$ cat src/sv/assert_macros.svh
// assertion macros used by the map unit rtl
`ifndef ASSERT_MACROS_SVH
`define ASSERT_MACROS_SVH

// same-cycle implication, checked on clk and disabled in reset
`define CHK_IMPL(lbl, ante, cons) \
	lbl: assert property (@(posedge clk) disable iff (!arst_n) (ante) |-> (cons)) \
		else $error("same-cycle check failed");

// next-cycle implication, checked on clk and disabled in reset
`define CHK_NEXT(lbl, ante, cons) \
	lbl: assert property (@(posedge clk) disable iff (!arst_n) (ante) |=> (cons)) \
		else $error("next-cycle check failed");

`endif

$ cat src/sv/fe2eq_pkg.sv
// types, constants and the arctangent table of the fisheye map unit
package fe2eq_pkg;
	localparam int CFG_W = 13;
	localparam int CFG_IDX_W = 2;
	localparam int CRD_W = 12;
	localparam int OUT_W = 18;
	localparam int MAX_DIM = 4096;
	localparam int ITERS = 16;
	localparam int ANG_W = 20;
	localparam int VEC_W = 26;
	localparam int VX_W = 28;
	localparam int MUL_SH = 24;
	localparam int Q1_W = 18;
	localparam int NUM1_W = 31;
	localparam int Q2_W = 20;
	localparam int NUM2_W = 49;
	localparam int DEN2_W = 31;
	localparam int RW_W = Q2_W + CFG_W;
	localparam int PX_W = RW_W + 1 + VEC_W;
	localparam int SUM_W = 61;
	localparam int POS_FRAC = 40;
	localparam int HALF_PI_Q16 = 102944;
	localparam int PI_Q16 = 205887;
	localparam int TWO_HALF_PI = 2 * HALF_PI_Q16;
	localparam int GAIN_Q24 = 10188014;
	localparam int RSCALE = 5760 * 65536;
	localparam int FOV_MIN = 1440;
	localparam int FOV_MAX = 5760;
	localparam int WIDTH_RST = 1024;
	localparam int HEIGHT_RST = 1024;
	localparam int FOV_RST = 2944;
	localparam int OUT_MIN = -131072;
	localparam int OUT_MAX = 131071;

	localparam logic signed [ANG_W-1:0] HALF_PI_A = ANG_W'(HALF_PI_Q16);
	localparam logic signed [ANG_W-1:0] PI_A = ANG_W'(PI_Q16);
	localparam logic signed [VEC_W-1:0] GAIN_V = VEC_W'(GAIN_Q24);

	typedef enum logic [CFG_IDX_W-1:0] {
		REG_WIDTH = 2'd0,
		REG_HEIGHT = 2'd1,
		REG_FOV = 2'd2
	} cfg_reg_t;

	function automatic logic signed [ANG_W-1:0] atan_q16(input int unsigned i);
		logic signed [ANG_W-1:0] a;
		case (i)
			0: a = ANG_W'(51472);
			1: a = ANG_W'(30386);
			2: a = ANG_W'(16055);
			3: a = ANG_W'(8150);
			4: a = ANG_W'(4091);
			5: a = ANG_W'(2047);
			6: a = ANG_W'(1024);
			7: a = ANG_W'(512);
			8: a = ANG_W'(256);
			9: a = ANG_W'(128);
			10: a = ANG_W'(64);
			11: a = ANG_W'(32);
			12: a = ANG_W'(16);
			13: a = ANG_W'(8);
			14: a = ANG_W'(4);
			default: a = ANG_W'(2);
		endcase
		return a;
	endfunction
endpackage

$ cat src/sv/fe2eq_rot.sv
// pipelined rotation cordic, one iteration per stage, gives cosine and sine
module fe2eq_rot #(
	parameter int SIDE_W = 1
) (
	input logic clk,
	input logic arst_n,
	input logic en,
	input logic in_valid,
	input logic signed [fe2eq_pkg::ANG_W-1:0] angle,
	input logic [SIDE_W-1:0] side_in,
	output logic out_valid,
	output logic signed [fe2eq_pkg::VEC_W-1:0] cos_v,
	output logic signed [fe2eq_pkg::VEC_W-1:0] sin_v,
	output logic [SIDE_W-1:0] side_out
);
	import fe2eq_pkg::*;

	logic [ITERS-1:0] v_s;
	logic signed [VEC_W-1:0] x_s [ITERS];
	logic signed [VEC_W-1:0] y_s [ITERS];
	logic signed [ANG_W-1:0] z_s [ITERS];
	logic [SIDE_W-1:0] side_s [ITERS];

	for (genvar i = 0; i < ITERS; i++) begin : g_iter
		logic vi;
		logic signed [VEC_W-1:0] xi;
		logic signed [VEC_W-1:0] yi;
		logic signed [ANG_W-1:0] zi;
		logic [SIDE_W-1:0] si;

		if (i == 0) begin : g_head
			assign vi = in_valid;
			assign xi = GAIN_V;
			assign yi = '0;
			assign zi = angle;
			assign si = side_in;
		end else begin : g_body
			assign vi = v_s[i-1];
			assign xi = x_s[i-1];
			assign yi = y_s[i-1];
			assign zi = z_s[i-1];
			assign si = side_s[i-1];
		end

		always_ff @(posedge clk or negedge arst_n) begin
			if (!arst_n) begin
				v_s[i] <= 1'b0;
			end else if (en) begin
				v_s[i] <= vi;
			end
		end

		always_ff @(posedge clk) begin
			if (en) begin
				side_s[i] <= si;
				if (!zi[ANG_W-1]) begin
					x_s[i] <= xi - (yi >>> i);
					y_s[i] <= yi + (xi >>> i);
					z_s[i] <= zi - atan_q16(i);
				end else begin
					x_s[i] <= xi + (yi >>> i);
					y_s[i] <= yi - (xi >>> i);
					z_s[i] <= zi + atan_q16(i);
				end
			end
		end
	end

	assign out_valid = v_s[ITERS-1];
	assign cos_v = x_s[ITERS-1];
	assign sin_v = y_s[ITERS-1];
	assign side_out = side_s[ITERS-1];
endmodule

$ cat config.mk
export PLATFORM = sky130hd
export DESIGN_NAME = fe2eq_rot
export DESIGN_NICKNAME = d
export VERILOG_FILES = /design/src/sv/assert_macros.svh /design/src/sv/fe2eq_pkg.sv /design/src/sv/fe2eq_rot.sv
export SDC_FILE = /design/constraint.sdc
export NUM_CORES = 2
export LEC_CHECK = 0
export BUFFER_PORTS_ARGS = -buffer_cell sky130_fd_sc_hd__buf_2
export CAP_MARGIN = 10
export CORE_MARGIN = 5
export CORE_UTILIZATION = 35
export DETAILED_ROUTE_END_ITERATION = 10
export MAX_ROUTING_LAYER = met4
export PLACE_DENSITY_LB_ADDON = 0.1
export SLEW_MARGIN = 20
export SYNTH_ARGS = -nofsm -noshare
export SYNTH_HDL_FRONTEND = slang
export SYNTH_SLANG_ARGS = --single-unit
$ cat constraint.sdc
create_clock -name clk -period 4.09 [get_ports clk]
set_input_delay 0.818 -clock clk [delete_from_list [all_inputs] [get_ports clk]]
set_output_delay 0.818 -clock clk [all_outputs]
set_load 0.02 [all_outputs]
# After elaboration in Yosys (flattened, before gate mapping)
# Memories as Yosys holds them, arrays and structs flattened.
# Index checks and enable logic that the tools add are counted.
dict set report op_classes {
  addsub 92
  mux 146
  n_bitwise 48
}
# operator n
set ops {}
lappend ops {{$mux W26} 32}
lappend ops {{$mux W20} 16}
lappend ops {{$mux W1} 98}
lappend ops {{$add A26 B11 Y26} 2}
lappend ops {{$add A26 B12 Y26} 2}
lappend ops {{$add A26 B13 Y26} 2}
lappend ops {{$add A26 B14 Y26} 2}
lappend ops {{$add A26 B15 Y26} 2}
lappend ops {{$add A26 B16 Y26} 2}
lappend ops {{$add A26 B17 Y26} 2}
lappend ops {{$add A26 B18 Y26} 2}
lappend ops {{$add A26 B19 Y26} 2}
lappend ops {{$add A26 B20 Y26} 2}
lappend ops {{$add A26 B21 Y26} 2}
lappend ops {{$add A26 B22 Y26} 2}
lappend ops {{$add A26 B23 Y26} 2}
lappend ops {{$add A26 B24 Y26} 2}
lappend ops {{$add A26 B25 Y26} 2}
lappend ops {{$sub A26 B11 Y26} 2}
lappend ops {{$sub A26 B12 Y26} 2}
lappend ops {{$sub A26 B13 Y26} 2}
lappend ops {{$sub A26 B14 Y26} 2}
lappend ops {{$sub A26 B15 Y26} 2}
lappend ops {{$sub A26 B16 Y26} 2}
lappend ops {{other kinds (40)} 98}
dict set report word_totals {
  regBits 16
  mem_bits_rw 1168
  elab_cells 306
  n_memories 4
}
# memory words width read_ports rd_ports_with_merged_regs write_ports line
set mem_list {}
lappend mem_list {x_s 16 26 16 0 16 fe2eq_rot.sv:19} ;# logic signed [VEC_W-1:0] x_s [ITERS];
lappend mem_list {y_s 16 26 16 0 16 fe2eq_rot.sv:20} ;# logic signed [VEC_W-1:0] y_s [ITERS];
lappend mem_list {z_s 16 20 15 0 16 fe2eq_rot.sv:21} ;# logic signed [ANG_W-1:0] z_s [ITERS];
lappend mem_list {side_s 16 1 16 0 16 fe2eq_rot.sv:22} ;# logic [SIDE_W-1:0] side_s [ITERS];

# Logic depth before layout (Yosys ltp)
# An unclocked memory read counts as a cell.
dict set report depth {
  word_depth 5
  ltp_mapped 20
  mapped_depth_nobuf 20
}

# Least setup slack after synthesis
# No wires, ideal clock.
dict set report synth_timing {
  path_kind {in2reg}
  start {input en}
  end {memory z_s[5][19] (netlist: z_s[0][119]) (data pin)}
  setup_time_ps 258
  t_arrival_ps 4897
  required_time_ps 3832
  path_slack_ps -1065
  cell_stages 18
  path_cell_list {clkbuf_1 > clkbuf_1 > nand2_1 > inv_1 > clkbuf_1 > clkbuf_1 > ha_1 > a21oi_1 > o21bai_1 > a2111oi_0 > o211a_1 > o21ai_0 > o211a_1 > o21a_1 > o21a_1 > o21a_1 > nor2_1 > xnor2_1}
}
# item line
set synth_lines {}
lappend synth_lines {{from (decl)} fe2eq_rot.sv:7} ;# input logic en,
lappend synth_lines {{to (decl)} fe2eq_rot.sv:21}

==> qor.csv <==
metric,value,unit
status,"finished, violations left",
failing checks,setup timing,
Final Skew,0.0341,ns
Port Buffer Count,78,
final instance area,111000,um^2
cell taking the most area after synthesis,edfxtp_1,
Slew Limit Headroom,34.6,%
Setup CP Type,flop to flop,
Layout fillers,22100,
first-pass GRT wire length,367000,um
die area,246000,um^2
post-route ant nets,0,
CP cell instances,nor3_4 > nand2b_1 > or3_4 > or4_4 > nor4_4 > a21oi_2 > xnor2_1 > ha_1 > nor2b_1 > o21ai_1 > nand2b_1 > or3_4 > nor3_4 > nor4_4 > o41ai_4 > o21bai_1 > a21oi_1 > xnor2_1,
vias in the first global route,68700,
RePlAce Congestion,0.874,
Synth top cells by count,"1041 x edfxtp_1, 951 x ha_1, 849 x xnor2_1",
Crit-path slowest cell,or4_4,
WL final,233000,um
drt initial violations,3050,
share of layout cells above drive strength 1,29.2,%
wire length per cell,16.9,um
Nets,11600,
IO Pins,79,
"Avg Cell Area, Syn",9.99,um^2
Max clock buf depth,3,
final-report max-slew violation count,0,
Final min period,4.27,ns
Worst-Skew Late Latency,0.81,ns
CP startpoint kind,flop,
Worst Setup End Kind,flop,
Overflow after GRT,0,
Critical Path RT,4.64,ns
fin crit share,105,%
post-synthesis cell type count,81,
asr flop ratio synth,1.51,%
"Primary FF master, synth",edfxtp_1,
Fin. Hold Viols,0,
Crit Path Max Fanout,3,
YS warnings,0,
largest net degree at the start of global routing,76,
number of synthesized register bits,1057,
chip width,496,um
Syn Nets,9284,
top-area cell type share of the netlist area,37.9,%
H-tree levels,4,
DP Area,103000,um^2
Cells after Synth,8265,
flop-to-flop setup slack,-0.18,ns
Root Driver,clkbuf_16,
worst hold path type,input pin to flop,
CTS tree,done,
Fin Hold WS,0.184,ns
number of flops mapped to enable cells by yosys,1041,
Num CTS Buffers,134,
Synth area leaders,"edfxtp_1 38%, ha_1 14%, xnor2_1 9.0%",
Initial Util,35.1,%
Via density,4.98,
RSZ-0062 raised after global routing,yes,
"Clk pin slew, worst setup/hold paths",0.05,ns
CP top delay family,simple AND/OR/NAND/NOR gates,
core area,235000,um^2
Post-Layout Cell Count,13800,
Die H,496,um
total track usage,19.0,%
initial antenna violation count,1,
hpwl dp,188000,um
Worst-Margin Slew,0.981,ns
Layout Utilization,47.3,%
most frequent cell after synthesis,edfxtp_1,
slack of the critical path,-0.184,ns
DRC Markers,0,
WP data arrival,4.82,ns
WP buf/inv,0,
maxcap violations,0,
Vias,68800,
clk sink count,1057,
area growth from synthesis to layout,34.5,%
DP Cell Count,13400,
"Cell Area, Synth",82600,um^2
share of the yosys chip area belonging to registers,38.3,%
Max Fclk,0.234,GHz
# setup viols final,10,
row count,178,
crit-path max cell delay,0.49,ns
DR pass1 iterations,5,
[what timing repair did]
item | in CTS | in global routing
setup buffers | 41 | 95
hold buffers | 1 | 0
resized for setup | 197 | 440
cloned | 0 | 0
setup endpoints to repair | 75 | 153
pin swaps | 89 | 260
hold endpoints to repair | 16 | 0
[layout make-up]
cell class | count | area [um^2] | share of cell area (%)
clock inverters | 85 | 1060 | 0.951
clock buffers | 157 | 3460 | 3.12
inverters | 397 | 1500 | 1.35
diodes | 1 | 2.50 | 0.00225
repair buffers | 2285 | 17200 | 15.5
multi-input cells | 6674 | 52200 | 47.0
flip-flops and latches | 1057 | 31700 | 28.5
well taps | 3150 | 3940 | 3.55
[worst paths after layout]
kind	start	end	cells past startpoint
setup / recovery	x_s[1][11]	y_s[1][50]	18
hold / removal	angle[2]	z_s[0][2]	1
setup reg to reg	x_s[1][11]	y_s[1][50]	18
hold reg to reg	side_s[1][4]	side_s[1][5]	0
max in group asynchronous	arst_n	g_iter[7].vi	2
min in group asynchronous	arst_n	g_iter[3].vi	2
[metal layers]
layer | GRT usage [%] | part of all wire [%] | wire [um]
met2 | 33.1 | 50 | 116000
met1 | 23.8 | 45 | 106000
met4 | 4.48 | 2.2 | 5090
met5 | - | 0 | 0
met3 | 2.04 | 2.6 | 6040
[cell families after synthesis]
kind of cell               synth area share, %
DFF                                       38.3
buffers and inverters                     2.43
AOI/OAI and AO/OA                         17.3
xor gates and xnor gates                  13.0
and+or+nand+nor                           12.1
adders and majority gates                 15.5
muxes                                     1.33
[placed cells by master, fill, tap and decap left out, types with 316 or more instances in the layout]
master	netlist	routed
a21oi_1	774	702
buf_4	0	2163
edfxtp_1	1041	1041
ha_1	951	924
inv_1	395	376
nand2_1	435	411
nor2_1	669	645
o21ai_0	399	316
xnor2_1	849	830
xor2_1	373	368
[state kept, by name (all words and copies together), names as in the netlist]
signal / cells
x_s: 372
y_s: 390
out_valid: 1
side_s: 16
g_iter.vi: 15
z_s: 263
[metrics by stage]
step	setup slack, ns	TNS (ns)
6_report	-0.184	-0.821
5_1_grt	-0.428	-6.68
3_3_place_gp	-0.813	-124.13
3_5_place_dp	-0.863	-132.16
4_1_cts	-0.130	-0.464
2_1_floorplan	-0.205	-1.13
Power is left out: the tool's default activity adds up to more than one toggle a clock period on the data nets, which glitch-free logic cannot reach.
