--- src/sv/assert_macros.svh ---
// assertion macros used by the map unit rtl
`ifndef ASSERT_MACROS_SVH
`define ASSERT_MACROS_SVH

// same-cycle implication, checked on clk and disabled in reset
`define CHK_IMPL(lbl, ante, cons) \
	lbl: assert property (@(posedge clk) disable iff (!arst_n) (ante) |-> (cons)) \
		else $error("same-cycle check failed");

// next-cycle implication, checked on clk and disabled in reset
`define CHK_NEXT(lbl, ante, cons) \
	lbl: assert property (@(posedge clk) disable iff (!arst_n) (ante) |=> (cons)) \
		else $error("next-cycle check failed");

`endif

--- src/sv/fe2eq_pkg.sv ---
// types, constants and the arctangent table of the fisheye map unit
package fe2eq_pkg;
	localparam int CFG_W = 13;
	localparam int CFG_IDX_W = 2;
	localparam int CRD_W = 12;
	localparam int OUT_W = 18;
	localparam int MAX_DIM = 4096;
	localparam int ITERS = 16;
	localparam int ANG_W = 20;
	localparam int VEC_W = 26;
	localparam int VX_W = 28;
	localparam int MUL_SH = 24;
	localparam int Q1_W = 18;
	localparam int NUM1_W = 31;
	localparam int Q2_W = 20;
	localparam int NUM2_W = 49;
	localparam int DEN2_W = 31;
	localparam int RW_W = Q2_W + CFG_W;
	localparam int PX_W = RW_W + 1 + VEC_W;
	localparam int SUM_W = 61;
	localparam int POS_FRAC = 40;
	localparam int HALF_PI_Q16 = 102944;
	localparam int PI_Q16 = 205887;
	localparam int TWO_HALF_PI = 2 * HALF_PI_Q16;
	localparam int GAIN_Q24 = 10188014;
	localparam int RSCALE = 5760 * 65536;
	localparam int FOV_MIN = 1440;
	localparam int FOV_MAX = 5760;
	localparam int WIDTH_RST = 1024;
	localparam int HEIGHT_RST = 1024;
	localparam int FOV_RST = 2944;
	localparam int OUT_MIN = -131072;
	localparam int OUT_MAX = 131071;

	localparam logic signed [ANG_W-1:0] HALF_PI_A = ANG_W'(HALF_PI_Q16);
	localparam logic signed [ANG_W-1:0] PI_A = ANG_W'(PI_Q16);
	localparam logic signed [VEC_W-1:0] GAIN_V = VEC_W'(GAIN_Q24);

	typedef enum logic [CFG_IDX_W-1:0] {
		REG_WIDTH = 2'd0,
		REG_HEIGHT = 2'd1,
		REG_FOV = 2'd2
	} cfg_reg_t;

	function automatic logic signed [ANG_W-1:0] atan_q16(input int unsigned i);
		logic signed [ANG_W-1:0] a;
		case (i)
			0: a = ANG_W'(51472);
			1: a = ANG_W'(30386);
			2: a = ANG_W'(16055);
			3: a = ANG_W'(8150);
			4: a = ANG_W'(4091);
			5: a = ANG_W'(2047);
			6: a = ANG_W'(1024);
			7: a = ANG_W'(512);
			8: a = ANG_W'(256);
			9: a = ANG_W'(128);
			10: a = ANG_W'(64);
			11: a = ANG_W'(32);
			12: a = ANG_W'(16);
			13: a = ANG_W'(8);
			14: a = ANG_W'(4);
			default: a = ANG_W'(2);
		endcase
		return a;
	endfunction
endpackage

--- src/sv/fe2eq_vec.sv ---
// pipelined vectoring cordic with quadrant fold, gives angle and scaled magnitude
module fe2eq_vec #(
	parameter int SIDE_W = 1
) (
	input logic clk,
	input logic arst_n,
	input logic en,
	input logic in_valid,
	input logic signed [fe2eq_pkg::VEC_W-1:0] x_in,
	input logic signed [fe2eq_pkg::VEC_W-1:0] y_in,
	input logic [SIDE_W-1:0] side_in,
	output logic out_valid,
	output logic signed [fe2eq_pkg::VX_W-1:0] x_out,
	output logic signed [fe2eq_pkg::ANG_W-1:0] z_out,
	output logic [SIDE_W-1:0] side_out
);
	import fe2eq_pkg::*;

	logic [ITERS-1:0] v_s;
	logic signed [VX_W-1:0] x_s [ITERS];
	logic signed [VX_W-1:0] y_s [ITERS];
	logic signed [ANG_W-1:0] z_s [ITERS];
	logic [SIDE_W-1:0] side_s [ITERS];

	for (genvar i = 0; i < ITERS; i++) begin : g_iter
		logic vi;
		logic signed [VX_W-1:0] xi;
		logic signed [VX_W-1:0] yi;
		logic signed [ANG_W-1:0] zi;
		logic [SIDE_W-1:0] si;

		if (i == 0) begin : g_head
			logic signed [VX_W-1:0] xe;
			logic signed [VX_W-1:0] ye;
			assign xe = VX_W'(x_in);
			assign ye = VX_W'(y_in);
			assign vi = in_valid;
			assign si = side_in;
			// fold the left half plane onto the right
			always_comb begin
				if (xe < 0) begin
					if (ye >= 0) begin
						xi = ye;
						yi = -xe;
						zi = HALF_PI_A;
					end else begin
						xi = -ye;
						yi = xe;
						zi = -HALF_PI_A;
					end
				end else begin
					xi = xe;
					yi = ye;
					zi = '0;
				end
			end
		end else begin : g_body
			assign vi = v_s[i-1];
			assign xi = x_s[i-1];
			assign yi = y_s[i-1];
			assign zi = z_s[i-1];
			assign si = side_s[i-1];
		end

		always_ff @(posedge clk or negedge arst_n) begin
			if (!arst_n) begin
				v_s[i] <= 1'b0;
			end else if (en) begin
				v_s[i] <= vi;
			end
		end

		always_ff @(posedge clk) begin
			if (en) begin
				side_s[i] <= si;
				if (yi > 0) begin
					x_s[i] <= xi + (yi >>> i);
					y_s[i] <= yi - (xi >>> i);
					z_s[i] <= zi + atan_q16(i);
				end else begin
					x_s[i] <= xi - (yi >>> i);
					y_s[i] <= yi + (xi >>> i);
					z_s[i] <= zi - atan_q16(i);
				end
			end
		end
	end

	assign out_valid = v_s[ITERS-1];
	assign x_out = x_s[ITERS-1];
	assign z_out = z_s[ITERS-1];
	assign side_out = side_s[ITERS-1];
endmodule

--- config.mk ---
export PLATFORM = sky130hd
export DESIGN_NAME = fe2eq_vec
export DESIGN_NICKNAME = d
export VERILOG_FILES = /design/src/sv/assert_macros.svh /design/src/sv/fe2eq_pkg.sv /design/src/sv/fe2eq_vec.sv
export SDC_FILE = /design/constraint.sdc
export NUM_CORES = 2
export LEC_CHECK = 0
export ABC_AREA = 1
export BUFFER_PORTS_ARGS = -buffer_cell sky130_fd_sc_hd__buf_2
export CORE_ASPECT_RATIO = 1.2
export CORE_MARGIN = 5
export CORE_UTILIZATION = 38
export DETAILED_ROUTE_END_ITERATION = 12
export PLACE_DENSITY_LB_ADDON = 0.05
export SLEW_MARGIN = 10
export SYNTH_ARGS = -nofsm -noshare
export SYNTH_HDL_FRONTEND = slang
export SYNTH_SLANG_ARGS = --single-unit
--- constraint.sdc ---
create_clock -name clk -period 3.7 [get_ports clk]
set_input_delay 0.37 -clock clk [delete_from_list [all_inputs] [get_ports clk]]
set_output_delay 0.37 -clock clk [all_outputs]
set_load 0.03 [all_outputs]
**After elaboration in Yosys (flattened, before gate mapping)**

Memories as Yosys holds them, arrays and structs flattened.
Index checks and enable logic that the tools add are counted.

- Add/sub/neg operators: 97
- $lt $le $gt $ge: 18
- Muxes and demuxes: 152
- Bitwise operators: 48

Operators by type and width:

| cell | count |
|---|---|
| $mux W28 | 36 |
| $gt A28 B1 Y1 const B | 16 |
| $mux W20 | 18 |
| $mux W1 | 98 |
| $add A28 B13 Y28 | 2 |
| $add A28 B14 Y28 | 2 |
| $add A28 B15 Y28 | 2 |
| $add A28 B16 Y28 | 2 |
| $add A28 B17 Y28 | 2 |
| $add A28 B18 Y28 | 2 |
| $add A28 B19 Y28 | 2 |
| $add A28 B20 Y28 | 2 |
| $add A28 B21 Y28 | 2 |
| $add A28 B22 Y28 | 2 |
| $add A28 B23 Y28 | 2 |
| $add A28 B24 Y28 | 2 |
| $add A28 B25 Y28 | 2 |
| $add A28 B26 Y28 | 2 |
| $add A28 B27 Y28 | 2 |
| $neg A26 Y28 | 2 |
| $sub A28 B13 Y28 | 2 |
| $sub A28 B14 Y28 | 2 |
| $sub A28 B15 Y28 | 2 |
| $sub A28 B16 Y28 | 2 |
| other kinds (46) | 107 |

- Register bits after elaboration: 16
- Bits in writable memories: 1,232
- Input bits: 57
- Word-level logic and storage cells: 335
- Memories: 4

Memory list:

| memory | depth | bits a word | read ports | clocked after memory_dff | write ports | line | source |
|---|---|---|---|---|---|---|---|
| x_s | 16 | 28 | 16 | 0 | 16 | fe2eq_vec.sv:20 | `logic signed [VX_W-1:0] x_s [ITERS];` |
| y_s | 16 | 28 | 15 | 0 | 16 | fe2eq_vec.sv:21 | `logic signed [VX_W-1:0] y_s [ITERS];` |
| z_s | 16 | 20 | 16 | 0 | 16 | fe2eq_vec.sv:22 | `logic signed [ANG_W-1:0] z_s [ITERS];` |
| side_s | 16 | 1 | 16 | 0 | 16 | fe2eq_vec.sv:23 | `logic [SIDE_W-1:0] side_s [ITERS];` |

**Longest topological paths before layout**

- Depth after elaboration: 8
- Gate-level depth with buffers: 31
- Mapped depth without buffers: 30

**Worst setup path after synthesis**

OpenSTA, ideal clock, no wires.

- Path kind: reg2reg
- Start point: memory y_s[3][4], in the netlist y_s[0][88]
- End point: memory x_s[4][20], in the netlist x_s[0][132] (data pin)
- Library setup time: 262 ps
- Arrival: 3,869 ps
- Data required time: 3,438 ps
- Path slack: -431 ps
- Cell stages (with the launch flop): 27
- Buffers on the path: 1
- Clock period less this slack: 4,131 ps
- Cell sequence: edfxtp_1 -> inv_1 -> ha_1 -> inv_1 -> nor3_2 -> nand2_2 -> nor2_4 -> nand2_2 -> nor2_2 -> nand2_1 -> nor2_2 -> nand2_2 -> o21ai_4 -> nand2_4 -> inv_2 -> buf_4 -> o21ai_0 -> fa_1 -> nand3_1 -> nand2_1 -> a21boi_0 -> o21ai_0 -> a21boi_0 -> o21bai_1 -> nand3_1 -> o21bai_1 -> xor2_1

RTL lines:

| item | line |
|---|---|
| from (decl) | fe2eq_vec.sv:21 |
| to (decl) | fe2eq_vec.sv:20 |

==> metrics.txt <==
# TYPE chip_impl_metric gauge
chip_impl_info{name="outcome",value="finished, violations left"} 1
chip_impl_info{name="failing_checks",value="negative setup slack"} 1
chip_impl_metric{name="gr-total-overflow",unit=""} 0
chip_impl_info{name="startpoint",value="y_s[0][89]"} 1
chip_impl_metric{name="ant_nets",unit=""} 0
chip_impl_metric{name="design.portCount",unit=""} 107
chip_impl_info{name="crit_top_cell",value="nand2_2"} 1
chip_impl_metric{name="wirelength",unit="mm"} 391
chip_impl_metric{name="timing.hold.worst_path_depth",unit=""} 2
chip_impl_metric{name="syn_area",unit="mm²"} 0.104
chip_impl_metric{name="synth_compound_area_share",unit="%"} 14.8
chip_impl_info{name="crit_path_top_delay_cell",value="edfxtp_1"} 1
chip_impl_info{name="cp-end-kind",value="flip-flop"} 1
chip_impl_metric{name="layout-area-overhead-vs-synth",unit="%"} 49.0
chip_impl_info{name="hp-class",value="input pin to flip-flop"} 1
chip_impl_metric{name="fmaxAchievable",unit="MHz"} 233
chip_impl_info{name="hold_end",value="y_s[1][127]"} 1
chip_impl_metric{name="muxShareOfSynthArea",unit="%"} 0
chip_impl_metric{name="worstRegToRegCells",unit=""} 27
chip_impl_metric{name="clock_sink_count",unit=""} 1187
chip_impl_metric{name="asyncSetResetFlopFracSynth",unit="%"} 1.35
chip_impl_metric{name="die_y",unit="µm"} 584
chip_impl_metric{name="timing.final.ws_setup",unit="ns"} -0.595
chip_impl_metric{name="min_period_over_period",unit="%"} 116
chip_impl_metric{name="detail_route.iter0.violations",unit=""} 5003
chip_impl_metric{name="via_per_inst",unit=""} 5.00
chip_impl_metric{name="final_cells",unit=""} 20900
chip_impl_metric{name="maxSlewHeadroom",unit="%"} 33.1
chip_impl_metric{name="synth_cell_type_count",unit=""} 70
chip_impl_info{name="timing.rr.start",value="y_s[0][89]"} 1
chip_impl_metric{name="post_synth_and_or_nand_nor_area_fraction",unit="%"} 17.8
chip_impl_metric{name="rows",unit=""} 210
chip_impl_info{name="combinational_family_with_the_most_area_after_synthesis",value="simple AND/OR/NAND/NOR gates"} 1
chip_impl_metric{name="finalHoldWorstSlack",unit="ns"} 0.199
chip_impl_metric{name="cts.clk_slew.worst_paths",unit="ns"} 0.06
chip_impl_metric{name="fp.dieArea",unit="mm²"} 0.285
chip_impl_metric{name="route.detailed.wl_per_inst",unit="µm"} 18.7
chip_impl_metric{name="core_footprint",unit="mm²"} 0.273
chip_impl_info{name="synth-main-ff-cell",value="edfxtp_1"} 1
chip_impl_metric{name="synth_edf_count",unit=""} 1171
chip_impl_metric{name="synthCells",unit=""} 12700
chip_impl_metric{name="fin_crit",unit="ns"} 4.30
chip_impl_metric{name="ys_warn_count",unit=""} 0
chip_impl_info{name="reg2reg_to",value="y_s[0][131]"} 1
chip_impl_metric{name="timing_hold_violations_final",unit=""} 0
chip_impl_metric{name="synth-seq-area-share",unit="%"} 34.1
chip_impl_metric{name="drt_drc_violations_left",unit=""} 0
chip_impl_metric{name="synth.ff_latch_count",unit=""} 1187
chip_impl_metric{name="cts_htree_levels",unit=""} 4
chip_impl_metric{name="clk-insertion-delay-late",unit="ns"} 0.82
chip_impl_info{name="timing.critical_path.max_delay_family",value="simple AND/OR/NAND/NOR gates"} 1
chip_impl_metric{name="arrival",unit="ns"} 4.87
chip_impl_info{name="min_from",value="en"} 1
chip_impl_info{name="tritoncts",value="yes"} 1
chip_impl_metric{name="max_slew_vio_count",unit=""} 0
chip_impl_metric{name="setup-violations-final",unit=""} 456
chip_impl_metric{name="worst_ep_required_time",unit="ns"} 4.27
chip_impl_metric{name="critical_path_buf_inv_count",unit=""} 7
chip_impl_metric{name="dpl.cell_count",unit=""} 20300
chip_impl_metric{name="maxCapViolCount",unit=""} 0
chip_impl_metric{name="number_of_antenna_violations_at_the_first_check_in_global_routing",unit=""} 6
chip_impl_info{name="clock-root-buffer",value="clkbuf_16"} 1
chip_impl_metric{name="number_of_global_route_vias_before_repair",unit=""} 106000
chip_impl_metric{name="synth_fa_ha_area_share",unit="%"} 14.1
chip_impl_metric{name="timing.critical_path.fanout_max",unit=""} 6
chip_impl_metric{name="timing.critical_path.slowest_cell_delay",unit="ns"} 0.42
chip_impl_metric{name="design.final.nets",unit=""} 18400
chip_impl_metric{name="cts_inserted_buffers",unit=""} 150
chip_impl_metric{name="postSynthAreaPerCell",unit="µm²"} 8.19
chip_impl_metric{name="horizontal_die_dimension",unit="µm"} 488
chip_impl_info{name="netlist.top_cell.by_area",value="edfxtp_1"} 1
chip_impl_metric{name="start_util",unit="%"} 38.2
chip_impl_metric{name="grt_max_degree",unit=""} 111
chip_impl_info{name="path_class",value="flip-flop to flip-flop"} 1
chip_impl_info{name="rsz0062_at_grt",value="yes"} 1
chip_impl_metric{name="place.port_buffers",unit=""} 105
chip_impl_metric{name="via_count",unit=""} 105000
chip_impl_metric{name="detailedPlacementHpwl",unit="mm"} 322
chip_impl_metric{name="grt_util_all_layers",unit="%"} 26.2
chip_impl_metric{name="cts.path.max_buffers",unit=""} 4
chip_impl_metric{name="reg2reg_slack",unit="ns"} -0.60
chip_impl_metric{name="drtPass1Iterations",unit=""} 5
chip_impl_info{name="post_synth_most_frequent_cells",value="nand2_1 (2360), inv_1 (1502), a21oi_1 (1278), edfxtp_1 (1171), nor2_1 (1145)"} 1
chip_impl_metric{name="timing_worst_slew_pin_value",unit="ns"} 1.00
chip_impl_metric{name="synth_largest_type_area_fraction",unit="%"} 33.7
chip_impl_metric{name="grt_pass1_wl",unit="mm"} 588
chip_impl_metric{name="finClkSkew",unit="ns"} 0.0549
chip_impl_info{name="setup.worst_path.start_class",value="flip-flop"} 1
chip_impl_info{name="post-synth-top-count-cell",value="nand2_1"} 1
chip_impl_metric{name="gp_congestion",unit=""} 0.980
chip_impl_info{name="synthTopCellsByArea",value="edfxtp_1 (34%), ha_1 (13%), xor2_1 (9.4%)"} 1
chip_impl_metric{name="synth-xor-area-share",unit="%"} 13.1
chip_impl_metric{name="post_route_cells_drive_above_1_share",unit="%"} 35.3
## cell families (layout without fill, tap and decap cells)
group                      count (synthesis)  in the layout
adders and majority gates               1149           1149
DFF                                     1187           1187
and+or+nand+nor                         4474           4474
AOI/OAI and AO/OA                       2714           2714
other                                      2              6
buffers and inverters                   1668           6243
xor gates and xnor gates                1554           1554
## worst register-to-register path, stage by stage, from the launching register on
cell and delay, ns:
edfxtp_1 0.42, inv_2 0.10, ha_4 0.14, inv_4 0.04
nor3_4 0.19, nand2_2 0.11, nor2_4 0.11, nand2_2 0.08
nor2_4 0.11, nand2_2 0.09, nor2_4 0.14, nand2_2 0.09
o21ai_4 0.23, nand2_4 0.15, bufbuf_16 0.31, o21ai_0 0.09
xor2_1 0.16, inv_1 0.08, ha_4 0.29, buf_4 0.13
nand4_1 0.12, o21ai_4 0.20, nand2_2 0.08, nand2_2 0.10
a21oi_4 0.08, buf_4 0.13, buf_4 0.13, xnor2_1 0.12
## through the flow
stage | setup WS (ns) | utilization (%) | cell area, µm² | setup TNS, ns
final | -0.595 | 57.0 | 156000 | -90.91
after global routing | -0.844 | 57.0 | 156000 | -230.63
after CTS | -0.618 | 54.0 | 147000 | -141.06
after detailed placement | -1.03 | 51.0 | 139000 | -250.43
after global placement | -1.09 | 51.0 | 139000 | -223.02
after floorplan | -0.143 | - | 105000 | -0.605
## flip-flops by register name (all words and copies together) (netlist names)
signal,count
y_s,419
z_s,288
g_iter.vi,15
out_valid,1
side_s,16
x_s,448
## cells in the final DEF (no fill, tap or decap), drive strengths merged, types with 10 or more instances in the layout
cell type / netlist / final
o21bai: 109 / 109
bufinv: 0 / 19
xor2: 1122 / 1122
o2111ai: 24 / 24
fa: 45 / 45
nor3: 222 / 222
nand3b: 16 / 16
clkbuf: 78 / 176
o221ai: 23 / 23
a211oi: 11 / 11
o21a: 95 / 95
o221a: 10 / 10
clkinv: 6 / 56
a2111oi: 16 / 16
nor4: 77 / 77
clkinvlp: 0 / 11
buf: 72 / 4458
o21ai: 798 / 798
ha: 1104 / 1104
a21o: 36 / 36
xnor2: 430 / 430
nor2: 1161 / 1161
o211ai: 38 / 38
nand4: 143 / 143
a21oi: 1279 / 1279
or2: 21 / 21
a31oi: 73 / 73
dfrtp: 16 / 16
o31ai: 83 / 83
a21boi: 83 / 83
nand3: 440 / 440
inv: 1512 / 1517
nand2: 2379 / 2379
edfxtp: 1171 / 1171
## per-layer routing
metal | wire length [µm] | global-route usage (%)
met5 | 13 | 0
met4 | 20100 | 10.5
met3 | 11800 | 2.12
met2 | 205000 | 50.4
met1 | 154000 | 29.5
## area by class of cell
| type | instances | area [µm²] |
|---|---|---|
| repair buffers | 4469 | 34600 |
| diodes | 2 | 5.00 |
| well taps | 3604 | 4510 |
| inverters | 1518 | 5760 |
| flip-flops and latches | 1187 | 35600 |
| multi-input cells | 9895 | 70300 |
| clock inverters | 84 | 967 |
| repair inverters | 1 | 5.00 |
| fillers | 25200 | 117000 |
| clock buffers | 171 | 3850 |
## worst max-delay path by stage
stage	to	slack, ns	cells after the start
detailed placement	x_s[0][78]	-1.03	21
global placement	x_s[0][83]	-1.09	19
CTS	y_s[0][103]	-0.62	22
floorplan	y_s[0][137]	-0.14	30
finish	y_s[0][131]	-0.60	27
global route	x_s[0][137]	-0.84	29
## what timing repair did
action	4_1_cts	5_1_grt
setup endpoints to repair	612	726
resized for setup	499	1413
pin swaps	168	557
hold buffers	4	0
gates cloned	6	6
hold endpoints to repair	18	0
setup buffers	142	227
Power is not shown: default switching activity piles up to over one toggle a cycle in this logic, so the estimate is an artifact.
